### src/hw/rtl/abp_pkg.sv
package abp_pkg;

  localparam int unsigned VersionWidth  = 32;
  localparam int unsigned AttemptsWidth = 8;
  localparam logic [AttemptsWidth-1:0] MaxTrialAttemptsReset = 8'd3;

  // Slot codes as they appear on slot_id, decision_slot and pending_now.
  localparam logic [1:0] SLOT_A    = 2'd0;
  localparam logic [1:0] SLOT_B    = 2'd1;
  localparam logic [1:0] SLOT_NONE = 2'd2;

  typedef enum logic [1:0] {
    REQ_STAGE   = 2'd0,
    REQ_SELECT  = 2'd1,
    REQ_CONFIRM = 2'd2
  } req_kind_e;

  typedef enum logic [2:0] {
    DEC_NONE      = 3'd0,
    DEC_TRIAL     = 3'd1,
    DEC_CONFIRMED = 3'd2,
    DEC_FALLBACK  = 3'd3,
    DEC_RECOVERY  = 3'd4
  } dec_kind_e;

  typedef struct packed {
    logic [1:0]              req_type;
    logic [1:0]              slot_id;
    logic                    a_present;
    logic                    a_auth;
    logic [VersionWidth-1:0] a_version;
    logic                    b_present;
    logic                    b_auth;
    logic [VersionWidth-1:0] b_version;
  } req_t;

  typedef struct packed {
    logic                     accepted;
    logic [1:0]               decision_slot;
    logic [2:0]               decision_kind;
    logic                     trial_updated;
    logic                     confirmed_now;
    logic [1:0]               pending_now;
    logic [AttemptsWidth-1:0] attempts_now;
    logic [VersionWidth-1:0]  min_version_now;
  } rsp_t;

  // Handshake between a pipeline register and the stage after it.
  typedef struct packed {
    logic valid;
    logic take;
  } hs_t;

endpackage

### src/hw/rtl/ab_boot_slot_policy.sv
// A/B boot slot policy. Each request transaction (stage, select or confirm)
// is captured in an input register, evaluated against the stored policy state
// (confirmed slot, pending trial slot, trial attempts used and anti-rollback
// minimum version) in one short pass of compare logic, and its single result
// transaction lands in an output register. The policy state is updated in the
// same cycle the result is registered, so the next request already sees it.
// Throughput is one request per clock while out_stall_i is low. out_valid_o
// rises as a request enters the output register; the input register keeps
// taking requests while a result waits under out_stall_i until both are full.
// The max_trial_attempts register (reset value 3) is written through the
// cfg_valid_i/cfg_ready_o channel, which is always ready; write it only while
// no request is in flight. A select with a maximum of zero answers none and
// leaves the state untouched.
module ab_boot_slot_policy #(
  parameter logic [abp_pkg::AttemptsWidth-1:0] MaxTrialAttemptsReset =
    abp_pkg::MaxTrialAttemptsReset
) (
  input  logic                                clk_i,
  input  logic                                rst_ni,

  input  logic                                cfg_valid_i,
  output logic                                cfg_ready_o,
  input  logic [abp_pkg::AttemptsWidth-1:0]   cfg_wdata_i,

  input  logic                                in_valid_i,
  output logic                                in_stall_o,
  input  logic [1:0]                          req_type_i,
  input  logic [1:0]                          slot_id_i,
  input  logic                                slot_a_present_i,
  input  logic                                slot_a_authenticated_i,
  input  logic [abp_pkg::VersionWidth-1:0]    slot_a_version_i,
  input  logic                                slot_b_present_i,
  input  logic                                slot_b_authenticated_i,
  input  logic [abp_pkg::VersionWidth-1:0]    slot_b_version_i,

  output logic                                out_valid_o,
  input  logic                                out_stall_i,
  output logic                                accepted_o,
  output logic [1:0]                          decision_slot_o,
  output logic [2:0]                          decision_kind_o,
  output logic                                trial_updated_o,
  output logic                                confirmed_now_o,
  output logic [1:0]                          pending_now_o,
  output logic [abp_pkg::AttemptsWidth-1:0]   attempts_now_o,
  output logic [abp_pkg::VersionWidth-1:0]    min_version_now_o
);

  logic [abp_pkg::AttemptsWidth-1:0] max_att_q;
  abp_pkg::req_t req_in, req_s1;
  abp_pkg::rsp_t rsp_s1, rsp_out;
  abp_pkg::hs_t  hs_s1;
  logic          take;
  logic          fire;

  // The configuration register never pushes back.
  assign cfg_ready_o = 1'b1;

  always_ff @(posedge clk_i or negedge rst_ni) begin
    if (!rst_ni) begin
      max_att_q <= MaxTrialAttemptsReset;
    end else if (cfg_valid_i && cfg_ready_o) begin
      max_att_q <= cfg_wdata_i;
    end
  end

  assign req_in.req_type  = req_type_i;
  assign req_in.slot_id   = slot_id_i;
  assign req_in.a_present = slot_a_present_i;
  assign req_in.a_auth    = slot_a_authenticated_i;
  assign req_in.a_version = slot_a_version_i;
  assign req_in.b_present = slot_b_present_i;
  assign req_in.b_auth    = slot_b_authenticated_i;
  assign req_in.b_version = slot_b_version_i;

  abp_in_reg u_in_reg (
    .clk_i      (clk_i),
    .rst_ni     (rst_ni),
    .in_valid_i (in_valid_i),
    .in_stall_o (in_stall_o),
    .req_i      (req_in),
    .take_i     (take),
    .hs_o       (hs_s1),
    .req_o      (req_s1)
  );

  // A request is evaluated, and the state committed, when it moves from the
  // input register into the result register.
  assign fire = hs_s1.valid && hs_s1.take;

  abp_core u_core (
    .clk_i     (clk_i),
    .rst_ni    (rst_ni),
    .fire_i    (fire),
    .req_i     (req_s1),
    .max_att_i (max_att_q),
    .rsp_o     (rsp_s1)
  );

  abp_out_reg u_out_reg (
    .clk_i       (clk_i),
    .rst_ni      (rst_ni),
    .valid_i     (hs_s1.valid),
    .take_o      (take),
    .rsp_i       (rsp_s1),
    .out_valid_o (out_valid_o),
    .out_stall_i (out_stall_i),
    .rsp_o       (rsp_out)
  );

  assign accepted_o        = rsp_out.accepted;
  assign decision_slot_o   = rsp_out.decision_slot;
  assign decision_kind_o   = rsp_out.decision_kind;
  assign trial_updated_o   = rsp_out.trial_updated;
  assign confirmed_now_o   = rsp_out.confirmed_now;
  assign pending_now_o     = rsp_out.pending_now;
  assign attempts_now_o    = rsp_out.attempts_now;
  assign min_version_now_o = rsp_out.min_version_now;

endmodule

### src/hw/rtl/abp_in_reg.sv
module abp_in_reg (
  input  logic          clk_i,
  input  logic          rst_ni,
  input  logic          in_valid_i,
  output logic          in_stall_o,
  input  abp_pkg::req_t req_i,
  input  logic          take_i,
  output abp_pkg::hs_t  hs_o,
  output abp_pkg::req_t req_o
);

  logic          valid_q, valid_d;
  logic          load;
  abp_pkg::req_t req_q;

  // The register can load when empty or when its transaction moves on.
  assign in_stall_o = valid_q && !take_i;
  assign load       = in_valid_i && !in_stall_o;

  always_comb begin
    valid_d = valid_q;
    if (load) begin
      valid_d = 1'b1;
    end else if (take_i) begin
      valid_d = 1'b0;
    end
  end

  always_ff @(posedge clk_i or negedge rst_ni) begin
    if (!rst_ni) begin
      valid_q <= 1'b0;
    end else begin
      valid_q <= valid_d;
    end
  end

  always_ff @(posedge clk_i) begin
    if (load) begin
      req_q <= req_i;
    end
  end

  assign hs_o.valid = valid_q;
  assign hs_o.take  = take_i;
  assign req_o      = req_q;

endmodule

### src/hw/rtl/abp_core.sv
module abp_core (
  input  logic                                  clk_i,
  input  logic                                  rst_ni,
  input  logic                                  fire_i,
  input  abp_pkg::req_t                         req_i,
  input  logic [abp_pkg::AttemptsWidth-1:0]     max_att_i,
  output abp_pkg::rsp_t                         rsp_o
);

  logic                                conf_q, conf_d;
  logic [1:0]                          pend_q, pend_d;
  logic [abp_pkg::AttemptsWidth-1:0]   att_q, att_d;
  logic [abp_pkg::VersionWidth-1:0]    minv_q, minv_d;

  logic [1:0]                          elig;
  logic                                sid_valid;
  logic                                sid_bit;
  logic [abp_pkg::VersionWidth-1:0]    sid_ver;
  abp_pkg::rsp_t                       rsp;

  // A slot is eligible when present, authenticated and not rolled back.
  assign elig[0] = req_i.a_present && req_i.a_auth && (req_i.a_version >= minv_q);
  assign elig[1] = req_i.b_present && req_i.b_auth && (req_i.b_version >= minv_q);

  assign sid_valid = !req_i.slot_id[1];
  assign sid_bit   = req_i.slot_id[0];
  assign sid_ver   = sid_bit ? req_i.b_version : req_i.a_version;

  always_comb begin
    conf_d = conf_q;
    pend_d = pend_q;
    att_d  = att_q;
    minv_d = minv_q;
    rsp    = '0;
    rsp.decision_slot = abp_pkg::SLOT_NONE;
    rsp.decision_kind = abp_pkg::DEC_NONE;

    unique case (req_i.req_type)
      abp_pkg::REQ_STAGE: begin
        if (sid_valid && (sid_bit != conf_q) && elig[sid_bit]) begin
          pend_d       = req_i.slot_id;
          att_d        = '0;
          rsp.accepted = 1'b1;
        end
      end
      abp_pkg::REQ_SELECT: begin
        if (max_att_i != '0) begin
          if (!pend_q[1] && elig[pend_q[0]] && (att_q < max_att_i)) begin
            att_d             = att_q + 8'd1;
            rsp.decision_slot = pend_q;
            rsp.decision_kind = abp_pkg::DEC_TRIAL;
            rsp.trial_updated = 1'b1;
          end else begin
            if (pend_q != abp_pkg::SLOT_NONE) begin
              pend_d            = abp_pkg::SLOT_NONE;
              att_d             = '0;
              rsp.trial_updated = 1'b1;
            end
            if (elig[conf_q]) begin
              rsp.decision_slot = {1'b0, conf_q};
              rsp.decision_kind = rsp.trial_updated ? abp_pkg::DEC_FALLBACK
                                                    : abp_pkg::DEC_CONFIRMED;
            end else if (elig[!conf_q]) begin
              rsp.decision_slot = {1'b0, !conf_q};
              rsp.decision_kind = abp_pkg::DEC_RECOVERY;
            end
          end
        end
      end
      abp_pkg::REQ_CONFIRM: begin
        if (sid_valid && elig[sid_bit] &&
            ((sid_bit == conf_q) || (req_i.slot_id == pend_q))) begin
          conf_d       = sid_bit;
          pend_d       = abp_pkg::SLOT_NONE;
          att_d        = '0;
          rsp.accepted = 1'b1;
          if (sid_ver > minv_q) begin
            minv_d = sid_ver;
          end
        end
      end
      default: begin
        // The unused request code leaves everything alone.
      end
    endcase

    rsp.confirmed_now   = conf_d;
    rsp.pending_now     = pend_d;
    rsp.attempts_now    = att_d;
    rsp.min_version_now = minv_d;
  end

  always_ff @(posedge clk_i or negedge rst_ni) begin
    if (!rst_ni) begin
      conf_q <= 1'b0;
      pend_q <= abp_pkg::SLOT_NONE;
      att_q  <= '0;
      minv_q <= '0;
    end else if (fire_i) begin
      conf_q <= conf_d;
      pend_q <= pend_d;
      att_q  <= att_d;
      minv_q <= minv_d;
    end
  end

  assign rsp_o = rsp;

  a_pend_code: assert property (@(posedge clk_i) disable iff (!rst_ni)
    !(pend_q[1] && pend_q[0]))
    else $error("pending slot holds the unused code");

  a_att_idle: assert property (@(posedge clk_i) disable iff (!rst_ni)
    (pend_q == abp_pkg::SLOT_NONE) |-> (att_q == '0))
    else $error("attempt count nonzero without a pending slot");

  a_minv_mono: assert property (@(posedge clk_i) disable iff (!rst_ni)
    1'b1 |=> (minv_q >= $past(minv_q)))
    else $error("minimum version went down");

  a_state_hold: assert property (@(posedge clk_i) disable iff (!rst_ni)
    !fire_i |=> $stable({conf_q, pend_q, att_q, minv_q}))
    else $error("policy state changed without a transaction");

endmodule

### src/hw/rtl/abp_out_reg.sv
module abp_out_reg (
  input  logic          clk_i,
  input  logic          rst_ni,
  input  logic          valid_i,
  output logic          take_o,
  input  abp_pkg::rsp_t rsp_i,
  output logic          out_valid_o,
  input  logic          out_stall_i,
  output abp_pkg::rsp_t rsp_o
);

  logic          valid_q;
  abp_pkg::rsp_t rsp_q;

  // The result register refills whenever its content is gone or leaving.
  assign take_o = !valid_q || !out_stall_i;

  always_ff @(posedge clk_i or negedge rst_ni) begin
    if (!rst_ni) begin
      valid_q <= 1'b0;
    end else if (take_o) begin
      valid_q <= valid_i;
    end
  end

  always_ff @(posedge clk_i) begin
    if (take_o && valid_i) begin
      rsp_q <= rsp_i;
    end
  end

  assign out_valid_o = valid_q;
  assign rsp_o       = rsp_q;

endmodule
### config.mk
export PLATFORM = sky130hd
export DESIGN_NAME = ab_boot_slot_policy
export DESIGN_NICKNAME = d
export VERILOG_FILES = /design/src/hw/rtl/abp_pkg.sv /design/src/hw/rtl/ab_boot_slot_policy.sv /design/src/hw/rtl/abp_in_reg.sv /design/src/hw/rtl/abp_core.sv /design/src/hw/rtl/abp_out_reg.sv
export SDC_FILE = /design/constraint.sdc
export NUM_CORES = 1
export LEC_CHECK = 0
export BUFFER_PORTS_ARGS = -buffer_cell sky130_fd_sc_hd__buf_4
export CAP_MARGIN = 20
export CORE_MARGIN = 2
export CORE_UTILIZATION = 58
export DETAILED_ROUTE_END_ITERATION = 16
export PLACE_DENSITY_LB_ADDON = 0.2
export RECOVER_POWER = 100
export SLEW_MARGIN = 0
export SYNTH_ARGS = -nofsm -noshare
export SYNTH_HDL_FRONTEND = slang
export SYNTH_SLANG_ARGS = --single-unit
### constraint.sdc
create_clock -name clk_i -period 5 [get_ports clk_i]
set_input_delay 1 -clock clk_i [delete_from_list [all_inputs] [get_ports clk_i]]
set_output_delay 1 -clock clk_i [all_outputs]
set_load 0.005 [all_outputs]
==> results of run 1 <==
-- critical path, delay by kind of cell --
family,cells,cell delay (ps)
buffers and inverters,3,2600
AND/OR/NAND/NOR,2,670
-- per-layer routing --
metal | share of wire [%] | vias up
met4 | 1.8 | 0
met1 | 44 | 3283
met2 | 49 | 230
met5 | 0 | -
met3 | 5.0 | 32
li1 | - | 3142
-- final cells by class --
type / instances / area (sq um)
well taps: 220 / 275
inverters: 52 / 195
multi-input cells: 509 / 4210
clock buffers: 18 / 439
clock inverters: 14 / 123
fillers: 1268 / 5310
flip-flops and latches: 175 / 4990
repair buffers: 141 / 1040
-- cell families after synthesis --
logic type | after synthesis
other | 1
flip-flops | 175
multiplexers | 97
AO/OA/AOI/OAI | 144
buffers and inverters | 76
AND/OR/NAND/NOR | 163
adder cells (fa/ha/maj) | 104
-- metrics by stage --
step,utilization (%),cell area (sq um),cells,total power [mW]
2_1_floorplan,-,9830,760,2.61
3_3_place_gp,66.2,11000,1095,2.96
3_5_place_dp,66.3,11000,1096,3.00
4_1_cts,69.7,11600,1128,4.28
5_1_grt,68.0,11300,1129,4.38
6_report,68.0,11300,1129,4.17
-- flip-flops by register name, summed over array words and instances (netlist names) --
name and cells:
u_core.pend_q 2, u_out_reg.rsp_o 50, u_in_reg.req_o 72, u_out_reg.out_valid_o 1, u_core.conf_q 1, u_core.att_q 8, u_in_reg.valid_q 1, u_core.minv_q 32
max_att_q 8
-- power by group through the flow --
stage	registers, mW	logic (mW)	clock network (mW)
after CTS	1.87	1.11	1.30
after floorplan	1.86	0.748	0
final	1.87	1.02	1.29
after global placement	1.89	1.06	0
after detailed placement	1.90	1.10	0
after global routing	1.89	1.14	1.36
-- worst paths after layout --
path | startpoint | to | depth (start not counted)
setup reg to reg | u_core.minv_q[26] | u_core.minv_q[9] | 11
hold reg to reg | u_core.minv_q[4] | u_core.minv_q[4] | 1
max in group asynchronous | rst_ni | u_core.minv_q[4] | 1
min in group asynchronous | rst_ni | u_core.minv_q[24] | 1
hold / removal | u_core.minv_q[4] | u_core.minv_q[4] | 1
setup / recovery | out_stall_i | u_in_reg.req_o[62] | 5
-- synthesized netlist by cell type, types with 2 or more instances --
master	number	area (sq um)
nand2_1	51	191
and4_1	5	43.8
nor4_1	4	25.0
o21ai_0	37	185
nor3_4	2	32.5
clkbuf_1	8	30.0
a31oi_1	8	50.1
a21boi_0	3	22.5
mux2_2	43	484
a21oi_1	37	185
a221o_1	6	60.1
or3_1	3	18.8
nand4_1	11	68.8
dfstp_2	3	78.8
nand3_1	17	85.1
and3b_1	2	17.5
and4b_1	2	20.0
and2_1	3	18.8
dfrtp_1	50	1250
o22ai_4	2	40.0
buf_6	5	56.3
nor3_1	9	45.0
nand2b_1	12	75.1
buf_12	3	60.1
nor2_1	25	93.8
ha_1	104	1300
inv_1	51	191
a211o_1	4	35.0
a2111oi_0	2	17.5
buf_1	3	11.3
edfxtp_1	122	3660
mux2_1	5	56.3
buf_4	3	22.5
nor2b_1	2	12.5
o211ai_1	8	60.1
o22ai_1	2	12.5
mux2_4	49	736
a211oi_1	6	45.0
or2_2	3	18.8
and3_1	9	56.3
a221oi_1	5	43.8
o21a_1	2	15.0
a21o_1	8	60.1
==> flow_metrics.tcl, run 1 <==
set metrics [dict create \
    cts-hold-fix-buffers 0 \
    synth_cells 760 \
    grt_overflow 0 \
    layout-drive-gt1-share_pct 24.4 \
    hpwl_um 15800 \
    die_area_sq_um 18000 \
    synth_enable_flop_cells 122 \
    ir_worst_vdd_v 0.000276 \
    yosysWarnings 0 \
    synth_top_family_by_area "adder cells" \
    pwr-share-clk_pct 30.8 \
    synth_seq_cells 175 \
    core_sq_um 16600 \
    violations "max-capacitance violations, max-slew violations" \
    grt_util_all_layers_pct 24.7 \
    viasPerCell 5.92 \
    timing.max_cap.violations 3 \
    r2r_slack_ps 800 \
    dieWidth_um 134 \
    clockBufferDepth 2 \
    final_cell_mix "122 x edfxtp_1, 121 x clkbuf_4, 104 x ha_1" \
    powerDensity_nw_per_um2 370 \
    p_sw_mw 1.21 \
    yosys.cell_types.count 64 \
    fmax_mhz 236 \
    setup_ws_ps 757 \
    internal_power_mw 2.96 \
    ctsResizeCount 0 \
    crit_type "in2reg" \
    htree_levels 4 \
    gp_congestion 0.935 \
    postRouteAntennaNets 0 \
    post-cts-setup-buffers 0 \
    yosys.area_share.simple_pct 8.84 \
    leakagePower_nw 4.79 \
    first_iter_violations 632 \
    met3_usage_pct 3.74 \
    start_kind "primary input" \
    grtUsageMet1_pct 32.8 \
    clock-root-buffer "clkbuf_16" \
    synth_xor_area_share_pct 0 \
    pwr-share-seq_pct 44.8 \
    finClkSkew_ps 10.4 \
    crit_arrival_ps 4310 \
    nNetsFinal 1085 \
    cts.sinks 175 \
    drc 0 \
    cp_cell_sequence "clkbuf_4 > nand3_1 > and2_0 > clkbuf_1 > clkbuf_2" \
    synthMuxAreaShare_pct 13.0 \
    busiest_layer "met2" \
    setup_tns_ps 0 \
    rsz0062_at_grt "no" \
    wl_um 21800 \
    initial_core_util_pct 59.3 \
    critPathMaxStageDelay_ps 1740 \
    insertedDiodeCount 0 \
    num_io_pins 138 \
    final.min_clock_period_ps 4240 \
    synth_flop_cell "edfxtp_1" \
    hold_violations 0 \
    fin_crit_sh_pct 84.9 \
    switching_share_pct 29.1 \
    cts_buffers 17 \
    whs_ps 510 \
    fp-row-count 47 \
    ys_async_sr_fraction_pct 30.3 \
    clkTransAtPathRegs_ps 60 \
    grt_pass1_wl_um 34700 \
    finalMaxSlewViolations 158 \
    min_path_type "reg2reg" \
    grt_pass1_vias 6757 \
    synth_compound_area_share_pct 10.2 \
    wl_per_cell_um 19.3 \
    grt_max_degree 59 \
    cts_tree "done" \
    slew_headroom_pct -114 \
    fp.dieH_um 134 \
    grt_antenna_before_repair 0 \
    avgSynthCellArea_sq_um 12.9 \
    crit_slowest_cell "clkbuf_1" \
    dp_slack_ps 949 \
    syn_area_sq_um 9830 \
    tightest_slew_ps 3210 \
    ys_seq_area_share_pct 50.8 \
    dr.pass1.iters 6 \
    clk_latency_ps 430 \
    status "finished, violations left" \
    mostFrequentLayoutCell "edfxtp_1" \
    synth_adder_area_share_pct 13.2 \
    met2_usage_pct 41.6 \
    pwr-share-comb_pct 24.3 \
    setup_violations 0 \
    io_buffers 136 \
    syn2layout_area_growth_pct 14.7 \
    synth_nets 949 \
    worstSetupEndpointType "register" \
    critPathMaxFanout 44 \
    worst_ep_required_time_ps 5070 \
    vias 6687 \
]
No activity file was read; power rests on OpenSTA's default activity.
==> run 2, diff against run 1 <==
==> constraint.sdc (replaced) <==
create_clock -name clk_i -period 4.3 [get_ports clk_i]
set_input_delay 0.86 -clock clk_i [delete_from_list [all_inputs] [get_ports clk_i]]
set_output_delay 0.86 -clock clk_i [all_outputs]
set_load 0.005 [all_outputs]
==> flow_metrics.tcl, run 2 (synthesis gave the netlist of run 1 again) <==
set metrics [dict create \
    status "finished, violations left" \
    violations "max-capacitance violations, max-slew violations" \
    multi_input_area_sq_um 4260 \
    r2r_slack_ps 350 \
    grt_pass1_wl_um 35500 \
    crit_arrival_ps 4250 \
    final_cells 1130 \
    gp_congestion 0.926 \
    fp.dieH_um 134 \
    mostFrequentLayoutCell "edfxtp_1" \
    p_sw_mw 1.42 \
    dp.cells 1098 \
    grt_util_all_layers_pct 25.3 \
    setup_ws_ps 348 \
    reg2reg_depth 11 \
    seqCellArea_sq_um 4990 \
    clkTransAtPathRegs_ps 60 \
    switching_share_pct 28.5 \
    busiest_layer "met2" \
    largest_reg_flops 72 \
    first_iter_violations 568 \
    io_buffers 136 \
    start_kind "register" \
    initial_core_util_pct 59.3 \
    slew_headroom_pct -118 \
    drc 0 \
    setup_tns_ps 0 \
    min_from "u_in_reg.valid_q" \
    wl_um 21900 \
    pwr-share-comb_pct 24.2 \
    min_path_cells 1 \
    nNetsFinal 1086 \
    dpl_cell_area_sq_um 11000 \
    cp_common_cell "mux2_1" \
    hold_end "u_out_reg.out_valid_o" \
    timing.max_cap.violations 3 \
    grt_pass1_vias 6918 \
    cts_tree "done" \
    regToRegStartpoint "u_in_reg.req_o[68]" \
    clock-root-buffer "clkbuf_16" \
    rsz0062_at_grt "no" \
    finClkSkew_ps 12.8 \
    met3_usage_pct 4.27 \
    final.min_clock_period_ps 3950 \
    grt_max_degree 54 \
    fillers 1230 \
    final_cell_mix "122 x edfxtp_1, 115 x clkbuf_4, 104 x ha_1, 52 x inv_1, 51 x nand2_1" \
    dp_slack_ps 567 \
    cts_buffers 17 \
    finalMaxSlewViolations 117 \
    vias 6651 \
    pwr-share-seq_pct 43.8 \
    internal_power_mw 3.55 \
    ctsResizeCount 0 \
    fin_crit_sh_pct 91.9 \
    wl_per_cell_um 19.4 \
    critPathMaxFanout 38 \
    clockBufferDepth 2 \
    crit_type "reg2reg" \
    ir_worst_vdd_v 0.000297 \
    post-route-util_pct 68.6 \
    setup_violations 0 \
    core_sq_um 16600 \
    fmax_mhz 253 \
    min_path_type "reg2reg" \
    syn2layout_area_growth_pct 15.7 \
    met2_usage_pct 43.4 \
    leakagePower_nw 4.80 \
    htree_levels 4 \
    hold_violations 0 \
    insertedDiodeCount 0 \
    viasPerCell 5.89 \
    grt_overflow 0 \
    hpwl_um 16000 \
    critPathMaxStageDelay_ps 650 \
    dieWidth_um 134 \
    cp_cell_sequence "buf_12 > mux2_1 > ha_1 > nand4_1 > nor3_1 > a31oi_1 > a41oi_1 > a211oi_1 > and4b_1 > clkbuf_2 > mux2_1" \
    grt_antenna_before_repair 0 \
    crit_slowest_cell "and4b_1" \
    post-cts-setup-buffers 0 \
    fp-row-count 47 \
    postRouteAntennaNets 0 \
    powerDensity_nw_per_um2 437 \
    clk_latency_ps 430 \
    total_power_mw 4.97 \
    worst_ep_required_time_ps 4600 \
    dr.pass1.iters 5 \
    grtUsageMet1_pct 32.7 \
    design_area_sq_um 11400 \
    regToRegEndpoint "u_core.minv_q[26]" \
    worstSetupEndpointType "register" \
    tightest_slew_ps 3270 \
    cts.sinks 175 \
    cts-hold-fix-buffers 0 \
    die_area_sq_um 18000 \
    whs_ps 505 \
    num_io_pins 138 \
    pwr-share-clk_pct 32.1 \
    layout-drive-gt1-share_pct 24.0 \
]
## run 2: cell count changes in the layout (fill, tap and decap cells not counted), moves of 2 or more
cell	before	now
mux2_1	51	47
clkinv_1	7	5
bufinv_16	2	4
clkbuf_1	7	14
clkbuf_4	121	115
mux2_4	3	8
buf_12	1	3
clkinv_2	3	0
clkinvlp_4	1	3
## run 2: power groups by stage
stage / Sequential [mW] / Clock [mW] / Combinational, mW
floorplan: 2.17 / 0 / 0.869
global placement: 2.20 / 0 / 1.22
detailed placement: 2.21 / 0 / 1.28
CTS: 2.18 / 1.61 / 1.30
global route: 2.20 / 1.68 / 1.35
finish: 2.18 / 1.59 / 1.20
## run 2: worst max-delay path by stage
stage | start | end | slack (ps) | cells after the start
5_1_grt | u_in_reg.req_o[68] | u_core.minv_q[26] | 170 | 11
6_report | u_in_reg.req_o[68] | u_core.minv_q[26] | 350 | 11
4_1_cts | u_in_reg.req_o[68] | u_out_reg.rsp_o[13] | 500 | 11
3_5_place_dp | u_in_reg.req_o[68] | u_out_reg.rsp_o[13] | 570 | 11
3_3_place_gp | u_in_reg.req_o[68] | u_out_reg.rsp_o[18] | 710 | 11
2_1_floorplan | u_in_reg.req_o[68] | u_out_reg.rsp_o[10] | 850 | 13
## run 2: critical path: cells and delay by family, from the launching register on
kind | cells | cell delay [ps]
AO/OA/AOI/OAI | 3 | 480
adder cells (fa/ha/maj) | 1 | 340
buffers and inverters | 2 | 640
flip-flops | 1 | 380
multiplexers | 2 | 770
AND/OR/NAND/NOR | 3 | 1150
## run 2: area by class of cell
type                       count  area share [%]
clock buffer                  19            3.80
multi-input combinational    509            37.5
tap                          220            2.42
sequential                   175            43.9
clock inverter                13            1.50
timing repair buffer         142            9.22
inverter                      52            1.72
## run 2: layer usage
layer / part of all wire (%) / vias to the layer above
met5: 0 / -
met2: 50 / 217
met3: 4.4 / 42
met1: 43 / 3245
met4: 2.0 / 0
li1: - / 3147
==> run 3, diff against run 2 <==
--- a/config.mk
+++ b/config.mk
@@ -10,6 +10,7 @@
 export CORE_MARGIN = 2
 export CORE_UTILIZATION = 58
 export DETAILED_ROUTE_END_ITERATION = 16
+export GPL_TIMING_DRIVEN = 0
 export PLACE_DENSITY_LB_ADDON = 0.2
 export RECOVER_POWER = 100
 export SLEW_MARGIN = 0
==> flow_metrics.tcl, run 3 (synthesis gave the netlist of run 1 again) <==
set metrics [dict create \
    core_sq_um 16600 \
    leakagePower_nw 4.88 \
    cts_buffers 17 \
    wl_per_cell_um 19.6 \
    initial_core_util_pct 59.3 \
    vias 6795 \
    clock-root-buffer "clkbuf_16" \
    nNetsFinal 1104 \
    syn2layout_area_growth_pct 17.6 \
    worst_ep_required_time_ps 4470 \
    layout-drive-gt1-share_pct 27.8 \
    clockBufferDepth 2 \
    cts-hold-fix-buffers 0 \
    final_cells 1148 \
    ir_worst_vdd_v 0.000386 \
    timing.max_cap.violations 2 \
    tightest_slew_ps 3410 \
    total_power_mw 4.93 \
    worstSetupEndpointType "register" \
    r2r_slack_ps 130 \
    gp_congestion 0.943 \
    regToRegEndpoint "u_out_reg.rsp_o[29]" \
    start_kind "register" \
    ctsResizeCount 0 \
    crit_type "reg2reg" \
    cts_tree "done" \
    crit_family "buffers and inverters" \
    fmax_mhz 240 \
    final_cell_mix "122 x edfxtp_1, 121 x clkbuf_4, 104 x ha_1, 51 x inv_1, 51 x nand2_1" \
    status "finished, violations left" \
    grt_pass1_wl_um 35900 \
    setup_ws_ps 126 \
    fillers 1237 \
    fp-row-count 47 \
    reg2reg_depth 13 \
    dieWidth_um 134 \
    critPathMaxFanout 19 \
    min_from "u_in_reg.valid_q" \
    cts.sinks 175 \
    critPathMaxStageDelay_ps 420 \
    crit_arrival_ps 4340 \
    finClkSkew_ps 10.9 \
    grt_overflow 0 \
    insertedDiodeCount 0 \
    min_path_cells 1 \
    drc 0 \
    die_area_sq_um 18000 \
    min_path_type "reg2reg" \
    powerDensity_nw_per_um2 426 \
    io_buffers 136 \
    cp_common_cell "buf_6" \
    largest_reg_flops 72 \
    grt_max_degree 73 \
    post-cts-setup-buffers 0 \
    violations "max-capacitance violations, max-slew violations" \
    path_buf_inv 4 \
    cp_cell_sequence "buf_4 > clkbuf_2 > mux2_2 > ha_1 > or3_1 > a221oi_1 > a211o_1 > a41oi_1 > a211oi_1 > and3b_1 > buf_6 > buf_6 > mux2_1" \
    dp_slack_ps 188 \
    final.min_clock_period_ps 4170 \
    fin_crit_sh_pct 97.1 \
    htree_levels 4 \
    dr.pass1.iters 5 \
    rsz0062_at_grt "no" \
    mostFrequentLayoutCell "edfxtp_1" \
    hpwl_um 15900 \
    grt_antenna_before_repair 0 \
    grt_util_all_layers_pct 25.6 \
    wl_um 22400 \
    setup_violations 0 \
    regToRegStartpoint "u_in_reg.req_o[68]" \
    hold_violations 0 \
    slew_headroom_pct -127 \
    clkTransAtPathRegs_ps 60 \
    num_io_pins 138 \
    crit_slowest_cell "edfxtp_1" \
    whs_ps 504 \
    postRouteAntennaNets 0 \
    viasPerCell 5.92 \
    clk_latency_ps 430 \
    finalMaxSlewViolations 127 \
    fp.dieH_um 134 \
    dp.cells 1117 \
    grt_pass1_vias 7100 \
    hold_end "u_out_reg.out_valid_o" \
    first_iter_violations 502 \
]
==> run 3: worst max-delay path by stage <==
| stage | from | endpoint | slack, ps | cells after the start |
|---|---|---|---|---|
| after floorplan | u_in_reg.req_o[68] | u_out_reg.rsp_o[10] | 850 | 13 |
| after global placement | out_stall_i | u_core.minv_q[6] | -210 | 8 |
| after detailed placement | u_in_reg.req_o[68] | u_out_reg.rsp_o[1] | 190 | 13 |
| after CTS | u_in_reg.req_o[68] | u_out_reg.rsp_o[10] | 20 | 13 |
| after global routing | u_in_reg.req_o[68] | u_core.minv_q[6] | 20 | 13 |
| final | u_in_reg.req_o[68] | u_out_reg.rsp_o[29] | 130 | 13 |
==> run 3: routing by layer <==
metal  track usage (%)  wire (um)  vias to the layer above
li1                  -          -                     3188
met1              32.0       9480                     3287
met2              44.5      11200                      275
met3              5.06       1240                       45
met4              8.89        496                        0
met5                 0          0                        -
==> run 3: power breakdown <==
| part | switching [mW] | internal (mW) |
|---|---|---|
| combinational | 0.680 | 0.593 |
| clock | 0.637 | 0.853 |
| sequential | 0.121 | 2.04 |
| total | 1.44 | 3.49 |
==> run 3: through the flow <==
| step | util, % | area [sq um] | setup TNS [ps] |
|---|---|---|---|
| after floorplan | - | 9830 | 0 |
| after global routing | 69.7 | 11600 | 0 |
| after global placement | 67.1 | 11100 | -6340 |
| after CTS | 70.6 | 11700 | 0 |
| final | 69.7 | 11600 | 0 |
| after detailed placement | 67.2 | 11200 | 0 |
==> run 3: area by class of cell <==
class / count / area, sq um / area share [%]
plain buffers: 23 / 179 / 1.55
multi-input cells: 509 / 4340 / 37.5
flip-flops and latches: 175 / 4990 / 43.2
repair buffers: 137 / 1020 / 8.81
inverters: 52 / 196 / 1.70
well taps: 220 / 275 / 2.38
clock buffers: 21 / 440 / 3.81
clock inverters: 11 / 119 / 1.03
